===== config.mk =====
export PLATFORM = sky130hd
export DESIGN_NAME = decimal_integer_tokenizer_flat
export DESIGN_NICKNAME = d
export VERILOG_FILES = /design/src/rtl/core/dit_pkg.sv /design/src/rtl/core/dit_if.sv /design/src/rtl/core/decimal_integer_tokenizer.sv /design/src/rtl/core/dit_parse.sv /design/src/flat_wrapper.sv
export SDC_FILE = /design/constraint.sdc
export NUM_CORES = 1
export LEC_CHECK = 0
export BUFFER_PORTS_ARGS = -buffer_cell sky130_fd_sc_hd__buf_2
export CORE_MARGIN = 2
export CORE_UTILIZATION = 55
export DETAILED_ROUTE_END_ITERATION = 10
export GPL_ROUTABILITY_DRIVEN = 0
export PLACE_DENSITY = 0.83
export SLEW_MARGIN = 20
export SYNTH_ARGS = -nofsm -noshare
export SYNTH_HDL_FRONTEND = slang
export SYNTH_HIERARCHICAL = 1
export SYNTH_SLANG_ARGS = --single-unit
export TNS_END_PERCENT = 30

===== constraint.sdc =====
create_clock -name clk -period 3.7 [get_ports clk]
set_clock_uncertainty 0.1 [all_clocks]
set_input_delay 0.37 -clock clk [delete_from_list [all_inputs] [get_ports clk]]
set_output_delay 0.37 -clock clk [all_outputs]
set_load 0.01 [all_outputs]

===== src/rtl/core/dit_pkg.sv =====
// Shared types and constants for the decimal integer tokenizer.
`default_nettype none

package dit_pkg;

    // Register indexes on the configuration port
    localparam logic CFG_COMMENT_ENABLE = 1'b0;
    localparam logic CFG_MARKER_BYTE    = 1'b1;

    localparam logic [7:0] MARKER_RESET = 8'd42;

    // Character codes
    localparam logic [7:0] CH_ASTERISK = 8'h2A;
    localparam logic [7:0] CH_DOLLAR   = 8'h24;
    localparam logic [7:0] CH_MINUS    = 8'h2D;
    localparam logic [7:0] CH_ZERO     = 8'h30;
    localparam logic [7:0] CH_NINE     = 8'h39;

    // Input kinds
    localparam logic KIND_CHAR = 1'b0;
    localparam logic KIND_END  = 1'b1;

    // Result status codes
    localparam logic [1:0] ST_NUMBER = 2'd0;
    localparam logic [1:0] ST_MARKER = 2'd1;
    localparam logic [1:0] ST_END    = 2'd2;

    localparam logic [30:0] MAG_MAX = 31'h7FFF_FFFF;

    typedef struct packed {
        logic       comment_enable;
        logic [7:0] marker_byte;
    } cfg_t;

    typedef struct packed {
        logic               emit;
        logic signed [31:0] number;
        logic [1:0]         status;
        logic               saturated;
    } res_t;

endpackage

`default_nettype wire


===== src/rtl/core/dit_if.sv =====
// Valid/ready channel interfaces for character beats and number beats.
`default_nettype none

interface dit_char_if;
    logic       valid;
    logic       ready;
    logic       kind;
    logic [7:0] char_byte;

    modport source (output valid, output kind, output char_byte, input ready);
    modport sink   (input valid, input kind, input char_byte, output ready);
endinterface

interface dit_num_if;
    logic               valid;
    logic               ready;
    logic signed [31:0] number;
    logic [1:0]         status;
    logic               saturated;

    modport source (output valid, output number, output status, output saturated, input ready);
    modport sink   (input valid, input number, input status, input saturated, output ready);
endinterface

`default_nettype wire


===== src/rtl/core/decimal_integer_tokenizer.sv =====
// A character beat is held in the input register, its number beat in the output register.
// One character beat per cycle unless numbers stall; the x10 accumulate is combinational.
// Input register and output register each hold one beat; with both full, a stalled number
// channel drops chars.ready in the same cycle.
// Reset (rst_n low, asynchronous): parser clears to skipping, both stages empty,
// comment_enable 0 and marker_byte 42.
`default_nettype none

module decimal_integer_tokenizer
    import dit_pkg::*;
(
    input  wire logic       clk,
    input  wire logic       rst_n,
    input  wire logic       cfg_we,
    input  wire logic       cfg_index,
    input  wire logic [7:0] cfg_data,
    dit_char_if.sink        chars,
    dit_num_if.source       numbers
);

    cfg_t        cfg_reg;
    logic        s1_valid_reg;
    logic        s1_kind_reg;
    logic [7:0]  s1_char_reg;
    logic        out_valid_reg;
    res_t        out_reg;
    res_t        res;
    logic        out_free;
    logic        step_en;

    // Configuration writes
    always_ff @(posedge clk or negedge rst_n)
    begin
        if (!rst_n)
        begin
            cfg_reg.comment_enable <= 1'b0;
            cfg_reg.marker_byte    <= MARKER_RESET;
        end
        else if (cfg_we)
        begin
            case (cfg_index)
                CFG_COMMENT_ENABLE: cfg_reg.comment_enable <= cfg_data[0];
                CFG_MARKER_BYTE:    cfg_reg.marker_byte    <= cfg_data;
                default:            cfg_reg                <= cfg_reg;
            endcase
        end
    end

    // Advance when the output slot is free or being emptied
    assign out_free     = !out_valid_reg || numbers.ready;
    assign step_en      = s1_valid_reg && out_free;
    assign chars.ready  = !s1_valid_reg || step_en;

    // Input register
    always_ff @(posedge clk or negedge rst_n)
    begin
        if (!rst_n)
            s1_valid_reg <= 1'b0;
        else if (chars.ready)
            s1_valid_reg <= chars.valid;
    end

    always_ff @(posedge clk)
    begin
        if (chars.ready && chars.valid)
        begin
            s1_kind_reg <= chars.kind;
            s1_char_reg <= chars.char_byte;
        end
    end

    dit_parse u_parse (
        .clk       (clk),
        .rst_n     (rst_n),
        .step_en   (step_en),
        .kind      (s1_kind_reg),
        .char_byte (s1_char_reg),
        .cfg       (cfg_reg),
        .res       (res)
    );

    // Output register: load a result beat, drop it once taken
    always_ff @(posedge clk or negedge rst_n)
    begin
        if (!rst_n)
            out_valid_reg <= 1'b0;
        else if (step_en && res.emit)
            out_valid_reg <= 1'b1;
        else if (numbers.ready)
            out_valid_reg <= 1'b0;
    end

    always_ff @(posedge clk)
    begin
        if (step_en && res.emit)
            out_reg <= res;
    end

    assign numbers.valid     = out_valid_reg;
    assign numbers.number    = out_reg.number;
    assign numbers.status    = out_reg.status;
    assign numbers.saturated = out_reg.saturated;

endmodule

`default_nettype wire


===== src/rtl/core/dit_parse.sv =====
// Parse state and per-character step logic: sign, digit accumulate, saturate.
`default_nettype none

module dit_parse
    import dit_pkg::*;
(
    input  wire logic       clk,
    input  wire logic       rst_n,
    input  wire logic       step_en,
    input  wire logic       kind,
    input  wire logic [7:0] char_byte,
    input  wire cfg_t       cfg,
    output res_t            res
);

    logic        in_digits_reg, in_digits_next;
    logic        negative_reg, negative_next;
    logic [30:0] magnitude_reg, magnitude_next;
    logic        overflowed_reg, overflowed_next;

    logic        is_end;
    logic        is_digit;
    logic        is_marker;
    logic [34:0] acc;
    logic [31:0] mag_ext;

    // Classify the byte
    assign is_end    = (kind == KIND_END);
    assign is_digit  = !is_end && (char_byte inside {[CH_ZERO:CH_NINE]});
    assign is_marker = cfg.comment_enable &&
                       ((char_byte == CH_ASTERISK) || (char_byte == CH_DOLLAR) ||
                        (char_byte == cfg.marker_byte));

    // Multiply by ten and add the digit
    assign acc = {1'b0, magnitude_reg, 3'b000} + {3'b000, magnitude_reg, 1'b0}
               + {31'd0, char_byte[3:0]};
    assign mag_ext = {1'b0, magnitude_reg};

    // Step the parser
    always_comb
    begin
        in_digits_next  = in_digits_reg;
        negative_next   = negative_reg;
        magnitude_next  = magnitude_reg;
        overflowed_next = overflowed_reg;
        res.emit        = 1'b0;
        res.number      = '1;
        res.status      = ST_NUMBER;
        res.saturated   = 1'b0;
        if (!in_digits_reg)
        begin
            if (is_end || is_marker)
            begin
                in_digits_next  = 1'b0;
                negative_next   = 1'b0;
                magnitude_next  = '0;
                overflowed_next = 1'b0;
                res.emit        = 1'b1;
                res.status      = is_end ? ST_END : ST_MARKER;
            end
            else if (is_digit)
            begin
                in_digits_next  = 1'b1;
                magnitude_next  = {27'd0, char_byte[3:0]};
                overflowed_next = 1'b0;
            end
            else
            begin
                negative_next = (char_byte == CH_MINUS);
            end
        end
        else if (is_digit)
        begin
            if (|acc[34:31])
            begin
                magnitude_next  = MAG_MAX;
                overflowed_next = 1'b1;
            end
            else
            begin
                magnitude_next = acc[30:0];
            end
        end
        else
        begin
            // Terminator consumed: emit the number and clear
            res.emit        = 1'b1;
            res.number      = negative_reg ? (32'd0 - mag_ext) : mag_ext;
            res.status      = ST_NUMBER;
            res.saturated   = overflowed_reg;
            in_digits_next  = 1'b0;
            negative_next   = 1'b0;
            magnitude_next  = '0;
            overflowed_next = 1'b0;
        end
    end

    // Hold state unless a beat is stepped
    always_ff @(posedge clk or negedge rst_n)
    begin
        if (!rst_n)
        begin
            in_digits_reg  <= 1'b0;
            negative_reg   <= 1'b0;
            magnitude_reg  <= '0;
            overflowed_reg <= 1'b0;
        end
        else if (step_en)
        begin
            in_digits_reg  <= in_digits_next;
            negative_reg   <= negative_next;
            magnitude_reg  <= magnitude_next;
            overflowed_reg <= overflowed_next;
        end
    end

endmodule

`default_nettype wire


===== src/flat_wrapper.sv =====
// flat-port wrapper written by rule: the top's interface ports become plain ports
module decimal_integer_tokenizer_flat import dit_pkg::*;
  (clk, rst_n, cfg_we, cfg_index, cfg_data, chars_valid, chars_kind, chars_char_byte, chars_ready, numbers_valid, numbers_number, numbers_status, numbers_saturated, numbers_ready);
  dit_char_if chars_i ();
  dit_num_if numbers_i ();
  input  wire logic clk;
  input  wire logic rst_n;
  input  wire logic cfg_we;
  input  wire logic cfg_index;
  input  wire logic [7:0] cfg_data;
  input wire logic [$bits(chars_i.valid)-1:0] chars_valid;
  input wire logic [$bits(chars_i.kind)-1:0] chars_kind;
  input wire logic [$bits(chars_i.char_byte)-1:0] chars_char_byte;
  output wire logic [$bits(chars_i.ready)-1:0] chars_ready;
  output wire logic [$bits(numbers_i.valid)-1:0] numbers_valid;
  output wire logic [$bits(numbers_i.number)-1:0] numbers_number;
  output wire logic [$bits(numbers_i.status)-1:0] numbers_status;
  output wire logic [$bits(numbers_i.saturated)-1:0] numbers_saturated;
  input wire logic [$bits(numbers_i.ready)-1:0] numbers_ready;
  assign chars_i.valid = chars_valid;
  assign chars_i.kind = chars_kind;
  assign chars_i.char_byte = chars_char_byte;
  assign chars_ready = chars_i.ready;
  assign numbers_valid = numbers_i.valid;
  assign numbers_number = numbers_i.number;
  assign numbers_status = numbers_i.status;
  assign numbers_saturated = numbers_i.saturated;
  assign numbers_i.ready = numbers_ready;
  decimal_integer_tokenizer u_core (.clk(clk), .rst_n(rst_n), .cfg_we(cfg_we), .cfg_index(cfg_index), .cfg_data(cfg_data), .chars(chars_i), .numbers(numbers_i));
endmodule

==> impl_metrics.env, run 1 <==
export IMPL_stdcell_count=889
export IMPL_cts_max_level=3
export IMPL_ant_nets=0
export IMPL_synth_edf_count=44
export IMPL_path_clk_slew_ps=60
export IMPL_fmax_ghz=0.2812
export IMPL_synth_simple_gate_area_frac=0.1726
export IMPL_ys_seq_elements=89
export IMPL_drv_cap=0
export IMPL_drive_gt1_frac=0.2035
export IMPL_synth_xor_area_frac=0.07573
export IMPL_muxShareOfSynthArea=0.02263
export IMPL_hold_class="in2async"
export IMPL_critPathMaxFanout=31
export IMPL_synth_nets=761
export IMPL_rsz0062_at_grt="no"
export IMPL_synth_compound_area_share=0.2092
export IMPL_synth_top_family_by_area="compound AO/OA/AOI/OAI gates"
export IMPL_port_buffers=59
export IMPL_yosysWarnings=6
export IMPL_drtIter0Drc=524
export IMPL_start_kind="register"
export IMPL_via_count=5794
export IMPL_num_rows=40
export IMPL_placed_cells=872
export IMPL_cts_buffers=9
export IMPL_synth_area_sq_mm=0.006691
export IMPL_gr_total_overflow=0
export IMPL_routed_wl_microns=15950
export IMPL_grt_max_degree=46
export IMPL_cts_tree="built"
export IMPL_grt_pass1_wl_microns=25680
export IMPL_cts_num_sinks=89
export IMPL_final_nets=824
export IMPL_finalCriticalPeriod_ps=3556
export IMPL_ioPinCount=60
export IMPL_peakVddDrop_mv=0.1955
export IMPL_final_common_cell="nand2_1"
export IMPL_period_share=0.9611
export IMPL_critPathRequiredTime_ps=3820
export IMPL_nFillCells=888
export IMPL_diodes=0
export IMPL_path_class="reg2reg"
export IMPL_cts_root_buf="clkbuf_16"
export IMPL_hold_viol=0
export IMPL_dp_hpwl_microns=11780
export IMPL_cts_max_path_buffers=2
export IMPL_syn_to_final_growth_pct=13.61
export IMPL_synth_area_per_cell_sq_um=9.928
export IMPL_wl_per_cell_microns=17.94
export IMPL_largest_reg_flops=32
export IMPL_synthAdderAreaFrac=0.1219
export IMPL_drc_errors=0
export IMPL_maxSlewViolCount=0
export IMPL_cp_end_kind="register"
export IMPL_placeableCoreArea_sq_mm=0.01196
export IMPL_setup_viol=0
export IMPL_die_h_microns=114.3
export IMPL_grtUsageTotal=0.2437
export IMPL_cts_hold_repair_buffers=0
export IMPL_netlist_instances=674
export IMPL_drt_pass1_iterations=5
export IMPL_arrival_ps=3680
export IMPL_ys_async_sr_fraction=0.5056
export IMPL_viasPerCell=6.517
export IMPL_ys_seq_area_frac=0.3663
export IMPL_yosysUniqueCellTypes=76
export IMPL_synthFlopType="edfxtp_1"
export IMPL_status="completed"
export IMPL_start_util=0.5594
export IMPL_dieWidth_microns=114.3
export IMPL_antenna_found_initial=0
export IMPL_final_cell_mix="nand2_1 (67), ha_1 (62), buf_2 (59)"
export IMPL_maxSlewHeadroom=0.3374
export IMPL_leakage_nw=3.614
export IMPL_power_density_mw_per_mm2=350.2
export IMPL_tightest_slew_ps=993.9
export IMPL_clock_latency_ps=340
export IMPL_first_global_vias=5319
export IMPL_die_area_sq_mm=0.01306
export IMPL_power_mw=2.662
## cells in the mapped netlist (all sizes together), types with 2 or more instances
| cell type | instances | area [sq um] |
|---|---|---|
| o41ai | 9 | 78.83 |
| and2 | 7 | 43.79 |
| o31ai | 8 | 60.06 |
| a2111oi | 2 | 23.77 |
| o211ai | 7 | 57.55 |
| nand3 | 17 | 90.09 |
| ha | 62 | 775.7 |
| dfstp | 3 | 78.83 |
| a22o | 20 | 175.2 |
| fa | 2 | 40.04 |
| nor3b | 3 | 22.52 |
| nand2b | 8 | 50.05 |
| or3 | 3 | 28.78 |
| and3 | 18 | 112.6 |
| clkbuf | 24 | 92.59 |
| a211oi | 4 | 40.03 |
| mux2i | 2 | 20.02 |
| edfxtp | 44 | 1321 |
| or4 | 5 | 37.54 |
| nor4 | 4 | 31.28 |
| o21ai | 33 | 168.9 |
| nand3b | 3 | 22.52 |
| nand4 | 29 | 181.4 |
| inv | 9 | 33.78 |
| a21o | 16 | 120.1 |
| nor2 | 16 | 60.06 |
| nor3 | 11 | 65.06 |
| dfrtp | 42 | 1051 |
| nor2b | 6 | 37.54 |
| a221oi | 2 | 30.03 |
| o21a | 6 | 45.04 |
| a41oi | 7 | 61.31 |
| buf | 14 | 85.08 |
| nand2 | 69 | 269.0 |
| a31oi | 6 | 37.54 |
| nand4b | 5 | 43.79 |
| or2 | 5 | 31.28 |
| o21bai | 5 | 37.54 |
| mux2 | 9 | 131.4 |
| xor2 | 32 | 287.8 |
| o221ai | 3 | 43.80 |
| a211o | 2 | 17.52 |
| a21oi | 50 | 272.8 |
| a221o | 6 | 60.06 |
| xnor2 | 25 | 219.0 |
## routing by layer
metal / vias to the layer above / share of wire / global-route usage
met1: 2777 / 0.44 / 0.3329
li1: 2716 / - / -
met2: 265 / 0.47 / 0.4020
met5: - / 0 / 0
met4: 0 / 0.022 / 0.07805
met3: 36 / 0.061 / 0.03494
## worst paths after layout
check                                                       startpoint                                           end  slack (ps)  cells after the start
setup / recovery           u_core/u_parse/magnitude_reg[2]$_DFFE_PN0P_   u_core/u_parse/magnitude_reg[1]$_DFFE_PN0P_         140                     12
hold / removal                                                   rst_n  u_core/u_parse/magnitude_reg[25]$_DFFE_PN0P_          90                      1
setup reg to reg           u_core/u_parse/magnitude_reg[2]$_DFFE_PN0P_   u_core/u_parse/magnitude_reg[1]$_DFFE_PN0P_         140                     12
hold reg to reg                          u_core/cfg_reg[2]$_DFFE_PN0P_                 u_core/cfg_reg[2]$_DFFE_PN0P_         450                      1
max in group asynchronous                                        rst_n   u_core/u_parse/magnitude_reg[6]$_DFFE_PN0P_        2720                      1
min in group clk                                    chars_char_byte[5]               u_core/s1_char_reg[5]$_DFFE_PP_         100                      1
## worst max-delay path: stages (launching register included)
cell	delay, ps
dfrtp_1	400
buf_4	180
ha_1	300
ha_1	370
nand3_1	110
o211ai_2	280
a31oi_1	200
a211oi_2	410
nor2_1	180
o221ai_4	240
buf_12	200
nand4b_1	110
a221o_1	330
## metrics by stage
step                setup TNS (ps)  area [sq um]  setup slack (ps)  hold slack [ps]  utilization
finish                           0          7602             143.9            88.95       0.6356
global route                     0          7602             12.54            95.79       0.6356
CTS                              0          7575             47.72            95.60       0.6333
detailed placement          -312.1          7264            -71.11            415.3       0.6073
global placement                 0          7264             65.29            397.6       0.6073
floorplan                        0          6691             120.8           -25.59            -
## cells by family (layout without fill, tap and decap cells)
kind of cell / count (synthesis) / count (layout)
fa+ha+maj: 64 / 64
xor+xnor: 57 / 57
mux: 11 / 11
flops: 89 / 89
simple gates: 212 / 212
buf+inv: 47 / 115
compound gates: 194 / 194
## area by class of cell
type	count	area, sq um	area share
Timing Repair Buffer	90	565.5	0.07439
Tap cell	147	183.9	0.02419
Multi-Input combinational cell	538	4069	0.5352
Inverter	9	33.78	0.004444
Clock buffer	12	246.5	0.03242
Sequential cell	89	2452	0.3226
Clock inverter	4	51.30	0.006748
## timing repair
item,4_1_cts,5_1_grt
pin swaps,0,3
buffers inserted,0,1
resized for setup,2,4
endpoints found under the setup margin,11,32
## power breakdown
| part | internal [mW] | switching, mW | total [mW] |
|---|---|---|---|
| combinational | 0.223 | 0.332 | 0.555 |
| sequential | 1.16 | 0.0457 | 1.21 |
| clock | 0.543 | 0.355 | 0.898 |
| total | 1.93 | 0.733 | 2.66 |
Note: power is estimated with default switching activity, not from simulation.
==> run 2, diff against run 1 <==
Settings changed: CORE_ASPECT_RATIO set to 2.
==> impl_metrics.env, run 2 (synthesized netlist as in run 1, its figures left out) <==
export IMPL_path_class="reg2reg"
export IMPL_hold_class="in2async"
export IMPL_num_rows=57
export IMPL_cts_max_path_buffers=2
export IMPL_worst_hold_slack_ps=81.14
export IMPL_power_density_mw_per_mm2=349.2
export IMPL_start_util=0.5585
export IMPL_antenna_found_initial=0
export IMPL_first_global_vias=5427
export IMPL_reg2regPathDepth=11
export IMPL_port_buffers=59
export IMPL_arrival_ps=3760
export IMPL_cts_tree="built"
export IMPL_tightest_slew_ps=1058
export IMPL_cts_root_buf="clkbuf_16"
export IMPL_wl_per_cell_microns=17.75
export IMPL_period_share=0.9838
export IMPL_peakVddDrop_mv=0.3480
export IMPL_critPathMaxFanout=25
export IMPL_leakage_nw=3.642
export IMPL_cts_num_sinks=89
export IMPL_ant_nets=0
export IMPL_viasPerCell=6.414
export IMPL_final_nets=826
export IMPL_drv_cap=0
export IMPL_cts_max_level=3
export IMPL_crit_chain="ha_1 > ha_1 > nor2_1 > o311ai_0 > a21oi_1 > a41oi_1 > a41oi_1 > xor2_2 > buf_12 > nand4b_1 > a221o_1"
export IMPL_diodes=0
export IMPL_fin_util=0.6368
export IMPL_fmax_ghz=0.2747
export IMPL_final_common_cell="nand2_1"
export IMPL_regArea_sq_mm=0.002451
export IMPL_drt_pass1_iterations=5
export IMPL_ioPinCount=60
export IMPL_drtIter0Drc=446
export IMPL_cp_end_kind="register"
export IMPL_setup_viol=0
export IMPL_multi_input_area_sq_mm=0.004054
export IMPL_cpMaxStageDelayCell="ha_1"
export IMPL_grtUsageTotal=0.2461
export IMPL_status="completed"
export IMPL_final_cell_mix="nand2_1 (67), ha_1 (62), buf_2 (59)"
export IMPL_placeableCoreArea_sq_mm=0.01198
export IMPL_routed_wl_microns=15810
export IMPL_die_h_microns=160.0
export IMPL_maxSlewViolCount=0
export IMPL_grt_max_degree=46
export IMPL_finalCriticalPeriod_ps=3640
export IMPL_die_area_sq_mm=0.01312
export IMPL_maxSlewHeadroom=0.2940
export IMPL_syn_to_final_growth_pct=14.02
export IMPL_path_clk_slew_ps=60
export IMPL_cts_buffers=9
export IMPL_via_count=5715
export IMPL_drive_gt1_frac=0.2030
export IMPL_gr_total_overflow=0
export IMPL_dp_hpwl_microns=11710
export IMPL_hold_viol=0
export IMPL_dieWidth_microns=82.00
export IMPL_critPathRequiredTime_ps=3820
export IMPL_start_kind="register"
export IMPL_clock_latency_ps=340
export IMPL_largest_reg_flops=32
export IMPL_grt_pass1_wl_microns=25630
export IMPL_cts_hold_repair_buffers=0
export IMPL_slowest_delay_ps=490
export IMPL_drc_errors=0
export IMPL_nFillCells=956
[run 2: where the power goes]
part / total [mW] / internal [mW] / switching [mW]
Sequential: 1.21 / 1.16 / 0.0452
Combinational: 0.556 / 0.218 / 0.338
Clock: 0.900 / 0.539 / 0.361
[run 2: critical path, delay by kind of cell (launching register included)]
kind | cells | cell delay (ps)
and+or+nand+nor | 2 | 230
AOI/OAI and AO/OA | 5 | 1450
adders and majority gates | 2 | 830
buffers and inverters | 1 | 190
DFF | 1 | 480
xor gates and xnor gates | 1 | 230
[run 2: timing repair]
item                                    CTS  global route
buffers inserted                          0             4
cloned                                    0             1
endpoints found under the setup margin   13            25
gates resized for setup                   2             1
pin swaps                                 0             5
[run 2: worst paths after layout]
check	startpoint	endpoint	slack, ps
min in group clk	chars_char_byte[0]	u_core/s1_char_reg[0]$_DFFE_PP_	110
worst max register to register	u_core/u_parse/magnitude_reg[13]$_DFFE_PN0P_	u_core/u_parse/magnitude_reg[1]$_DFFE_PN0P_	60
worst min-delay path	rst_n	u_core/s1_valid_reg$_DFFE_PN0P_	80
max in group asynchronous	rst_n	u_core/u_parse/magnitude_reg[21]$_DFFE_PN0P_	2800
worst min register to register	u_core/cfg_reg[8]$_DFFE_PN0P_	u_core/cfg_reg[8]$_DFFE_PN0P_	430
worst max-delay path	u_core/u_parse/magnitude_reg[13]$_DFFE_PN0P_	u_core/u_parse/magnitude_reg[1]$_DFFE_PN0P_	60
[run 2: layout make-up]
class	count	share of cell area
Clock buffer	12	0.03657
Clock inverter	4	0.003936
Inverter	9	0.004428
Multi-Input combinational cell	538	0.5313
Sequential cell	89	0.3213
Tap cell	147	0.02411
Timing Repair Buffer	92	0.07839
[run 2: per-stage QoR]
step | cells | setup TNS, ps | area, sq um | setup WS, ps | power [mW]
2_1_floorplan | 674 | 0 | 6691 | 120.8 | 1.586
3_3_place_gp | 870 | 0 | 7249 | 23.99 | 1.737
3_5_place_dp | 870 | -647.7 | 7249 | -102.3 | 1.774
4_1_cts | 886 | 0 | 7571 | 9.748 | 2.678
5_1_grt | 891 | -112.5 | 7630 | -21.34 | 2.785
6_report | 891 | 0 | 7630 | 60.07 | 2.664
[run 2: layer usage]
metal / global-route usage / routed length, microns / up-vias / part of all wire
met5: 0 / 0 / - / 0
met4: 0.08409 / 374 / 0 / 0.024
met3: 0.03277 / 978 / 26 / 0.062
met2: 0.3969 / 7850 / 237 / 0.50
met1: 0.3362 / 6612 / 2735 / 0.42
li1: - / - / 2717 / -
==> run 3, diff against run 2 <==
Settings changed: ABC_AREA set to 1, PLACE_DENSITY 0.83 to 0.77.
==> impl_metrics.env, run 3 <==
export IMPL_cpMaxStageDelayCell="fa_1"
export IMPL_synthFlopType="edfxtp_1"
export IMPL_design_area_sq_mm=0.007582
export IMPL_leakage_nw=3.963
export IMPL_clock_latency_ps=340
export IMPL_setup_viol=0
export IMPL_grt_max_degree=46
export IMPL_wl_per_cell_microns=16.85
export IMPL_final_common_cell="nand2_1"
export IMPL_yosys_top_cells_area="edfxtp_1 (19%), dfrtp_1 (15%), nand2_1 (14%)"
export IMPL_synth_area_per_cell_sq_um=7.581
export IMPL_path_class="reg2reg"
export IMPL_cts_buffers=9
export IMPL_min_from="chars_char_byte[4]"
export IMPL_yosysUniqueCellTypes=48
export IMPL_ioPinCount=60
export IMPL_antenna_found_initial=0
export IMPL_nFillCells=1169
export IMPL_final_setup_tns_ps=0
export IMPL_r2r_end="u_core/u_parse/magnitude_reg[4]$_DFFE_PN0P_"
export IMPL_critPathMaxFanout=29
export IMPL_yosys_area_top_type="edfxtp_1"
export IMPL_hold_path_depth=1
export IMPL_critical_path_buf_inv_count=0
export IMPL_cpMostUsedCell="nand2_1"
export IMPL_gr_total_overflow=0
export IMPL_tightest_slew_ps=874.4
export IMPL_syn_to_final_growth_pct=11.01
export IMPL_peakVddDrop_mv=0.4565
export IMPL_cts_root_buf="clkbuf_16"
export IMPL_regArea_sq_mm=0.002451
export IMPL_drv_cap=0
export IMPL_first_global_vias=6307
export IMPL_slowest_delay_ps=540
export IMPL_drive_gt1_frac=0.1572
export IMPL_ys_seq_elements=89
export IMPL_start_kind="register"
export IMPL_power_density_mw_per_mm2=405.6
export IMPL_cts_resized_gates=0
export IMPL_maxSlewHeadroom=0.4164
export IMPL_r2r_setup_slack_ps=430
export IMPL_yosysMostFrequentCell="nand2_1"
export IMPL_viasPerCell=5.743
export IMPL_crit_chain="fa_1 > fa_1 > nand2_1 > nand2_1 > nand4_1 > nand2_1 > nand2_1 > nand2_1 > nand3_1 > nand2_1 > nor2_4 > nand2_2 > o21ai_0 > o21ai_1"
export IMPL_worstHoldEndpoint="u_core/s1_char_reg[4]$_DFFE_PP_"
export IMPL_via_count=6398
export IMPL_num_rows=57
export IMPL_die_area_sq_mm=0.01338
export IMPL_start_util=0.5634
export IMPL_drtIter0Drc=426
export IMPL_grtUsageTotal=0.2853
export IMPL_cts_max_path_buffers=2
export IMPL_diodes=0
export IMPL_netlist_instances=901
export IMPL_path_clk_slew_ps=70
export IMPL_cts_num_sinks=89
export IMPL_reg2regPathDepth=14
export IMPL_fmax_ghz=0.3057
export IMPL_drc_errors=0
export IMPL_port_buffers=59
export IMPL_cts_max_level=3
export IMPL_ys_seq_area_frac=0.3589
export IMPL_final_cell_mix="nand2_1 (255), inv_1 (94), nor2_1 (71)"
export IMPL_maxSlewViolCount=0
export IMPL_synth_nets=988
export IMPL_hold_viol=0
export IMPL_cp_end_kind="register"
export IMPL_rsz0062_at_grt="no"
export IMPL_die_h_microns=161.6
export IMPL_largest_reg_flops=32
export IMPL_grt_pass1_wl_microns=29810
export IMPL_dp_hpwl_microns=14610
export IMPL_yosysWarnings=6
export IMPL_status="completed"
export IMPL_drt_pass1_iterations=5
export IMPL_dieWidth_microns=82.80
export IMPL_final_nets=1049
export IMPL_ys_async_sr_fraction=0.5056
export IMPL_cp_top_family="simple AND/OR/NAND/NOR gates"
export IMPL_finalCriticalPeriod_ps=3271
export IMPL_synth_area_sq_mm=0.006830
export IMPL_postPlaceCellArea_sq_mm=0.007266
export IMPL_critPathRequiredTime_ps=3830
export IMPL_rr_startpoint="u_core/u_parse/magnitude_reg[0]$_DFFE_PN0P_"
export IMPL_period_share=0.8840
export IMPL_placeableCoreArea_sq_mm=0.01212
export IMPL_synth_top_cell_area_share=0.1934
export IMPL_yosys_top_cells_count="nand2_1 (255), inv_1 (94), nor2_1 (72)"
export IMPL_cts_tree="built"
export IMPL_routed_wl_microns=18780
export IMPL_multi_input_area_sq_mm=0.003870
export IMPL_synth_edf_count=44
export IMPL_arrival_ps=3400
export IMPL_hold_class="in2reg"
export IMPL_ant_nets=0
run 3: cell types whose count changed after synthesis, moves of 19 or more:
cell and delta:
nand4_1 -26, nand2_1 +188, nor2_1 +56, inv_1 +85, o21ai_1 +19, a22o_1 -20, nand3_1 +25
run 3: final cells by class:
cell class | count | share of cell area
Multi-Input combinational cell | 684 | 0.5104
Inverter | 112 | 0.05545
Clock inverter | 6 | 0.007096
Sequential cell | 89 | 0.3233
Tap cell | 147 | 0.02426
Timing Repair Buffer | 66 | 0.04653
Clock buffer | 10 | 0.03300
run 3: worst max path at each step:
stage / start / depth (start not counted) / slack (ps) / to
global route: u_core/u_parse/magnitude_reg[0]$_DFFE_PN0P_ / 16 / 180 / u_core/u_parse/magnitude_reg[5]$_DFFE_PN0P_
detailed placement: u_core/u_parse/magnitude_reg[0]$_DFFE_PN0P_ / 14 / 480 / u_core/u_parse/magnitude_reg[4]$_DFFE_PN0P_
CTS: u_core/u_parse/magnitude_reg[0]$_DFFE_PN0P_ / 14 / 460 / u_core/u_parse/magnitude_reg[6]$_DFFE_PN0P_
finish: u_core/u_parse/magnitude_reg[0]$_DFFE_PN0P_ / 14 / 430 / u_core/u_parse/magnitude_reg[4]$_DFFE_PN0P_
global placement: u_core/s1_char_reg[2]$_DFFE_PP_ / 15 / 560 / u_core/u_parse/magnitude_reg[18]$_DFFE_PN0P_
floorplan: u_core/s1_char_reg[2]$_DFFE_PP_ / 9 / 340 / u_core/numbers.number[0]$_DFFE_PP_
run 3: cell families (layout without fill, tap and decap cells):
| family | Yosys count | after routing | share of synthesized area |
|---|---|---|---|
| compound gates | 141 | 141 | 0.1154 |
| xor+xnor | 35 | 35 | 0.04488 |
| fa+ha+maj | 64 | 64 | 0.1194 |
| buf+inv | 128 | 194 | 0.07492 |
| flops | 89 | 89 | 0.3589 |
| simple gates | 444 | 444 | 0.2865 |
run 3: routing by layer:
layer  vias up  wire length (microns)  GRT usage
li1       3085                      -          -
met1      2953                   5768     0.2422
met2       247                  10420     0.5455
met3       113                    817    0.05212
met4         0                   1773     0.2496
met5         -                      0          0
run 3: per-stage QoR:
stage | util | hold slack (ps) | power (mW) | instances | worst slack, ps
finish | 0.6254 | 94.73 | 3.075 | 1114 | 429.2
global route | 0.6254 | 83.34 | 3.236 | 1114 | 179.0
CTS | 0.6244 | 84.93 | 3.083 | 1113 | 464.8
detailed placement | 0.5993 | 361.7 | 2.161 | 1097 | 483.1
global placement | 0.5993 | 359.6 | 2.139 | 1097 | 556.2
floorplan | - | -25.59 | 1.863 | 901 | 343.4
run 3: timing repair:
action	in CTS	in global routing
setup buffers	0	0
hold buffers	0	1
endpoints found under the hold margin	0	42
run 3: where the power goes:
| group | switching [mW] | leakage [nW] | internal, mW | total [mW] |
|---|---|---|---|---|
| clock network | 0.412 | 0.152 | 0.511 | 0.922 |
| registers | 0.0791 | 1.00 | 1.20 | 1.28 |
| logic | 0.562 | 2.81 | 0.311 | 0.874 |
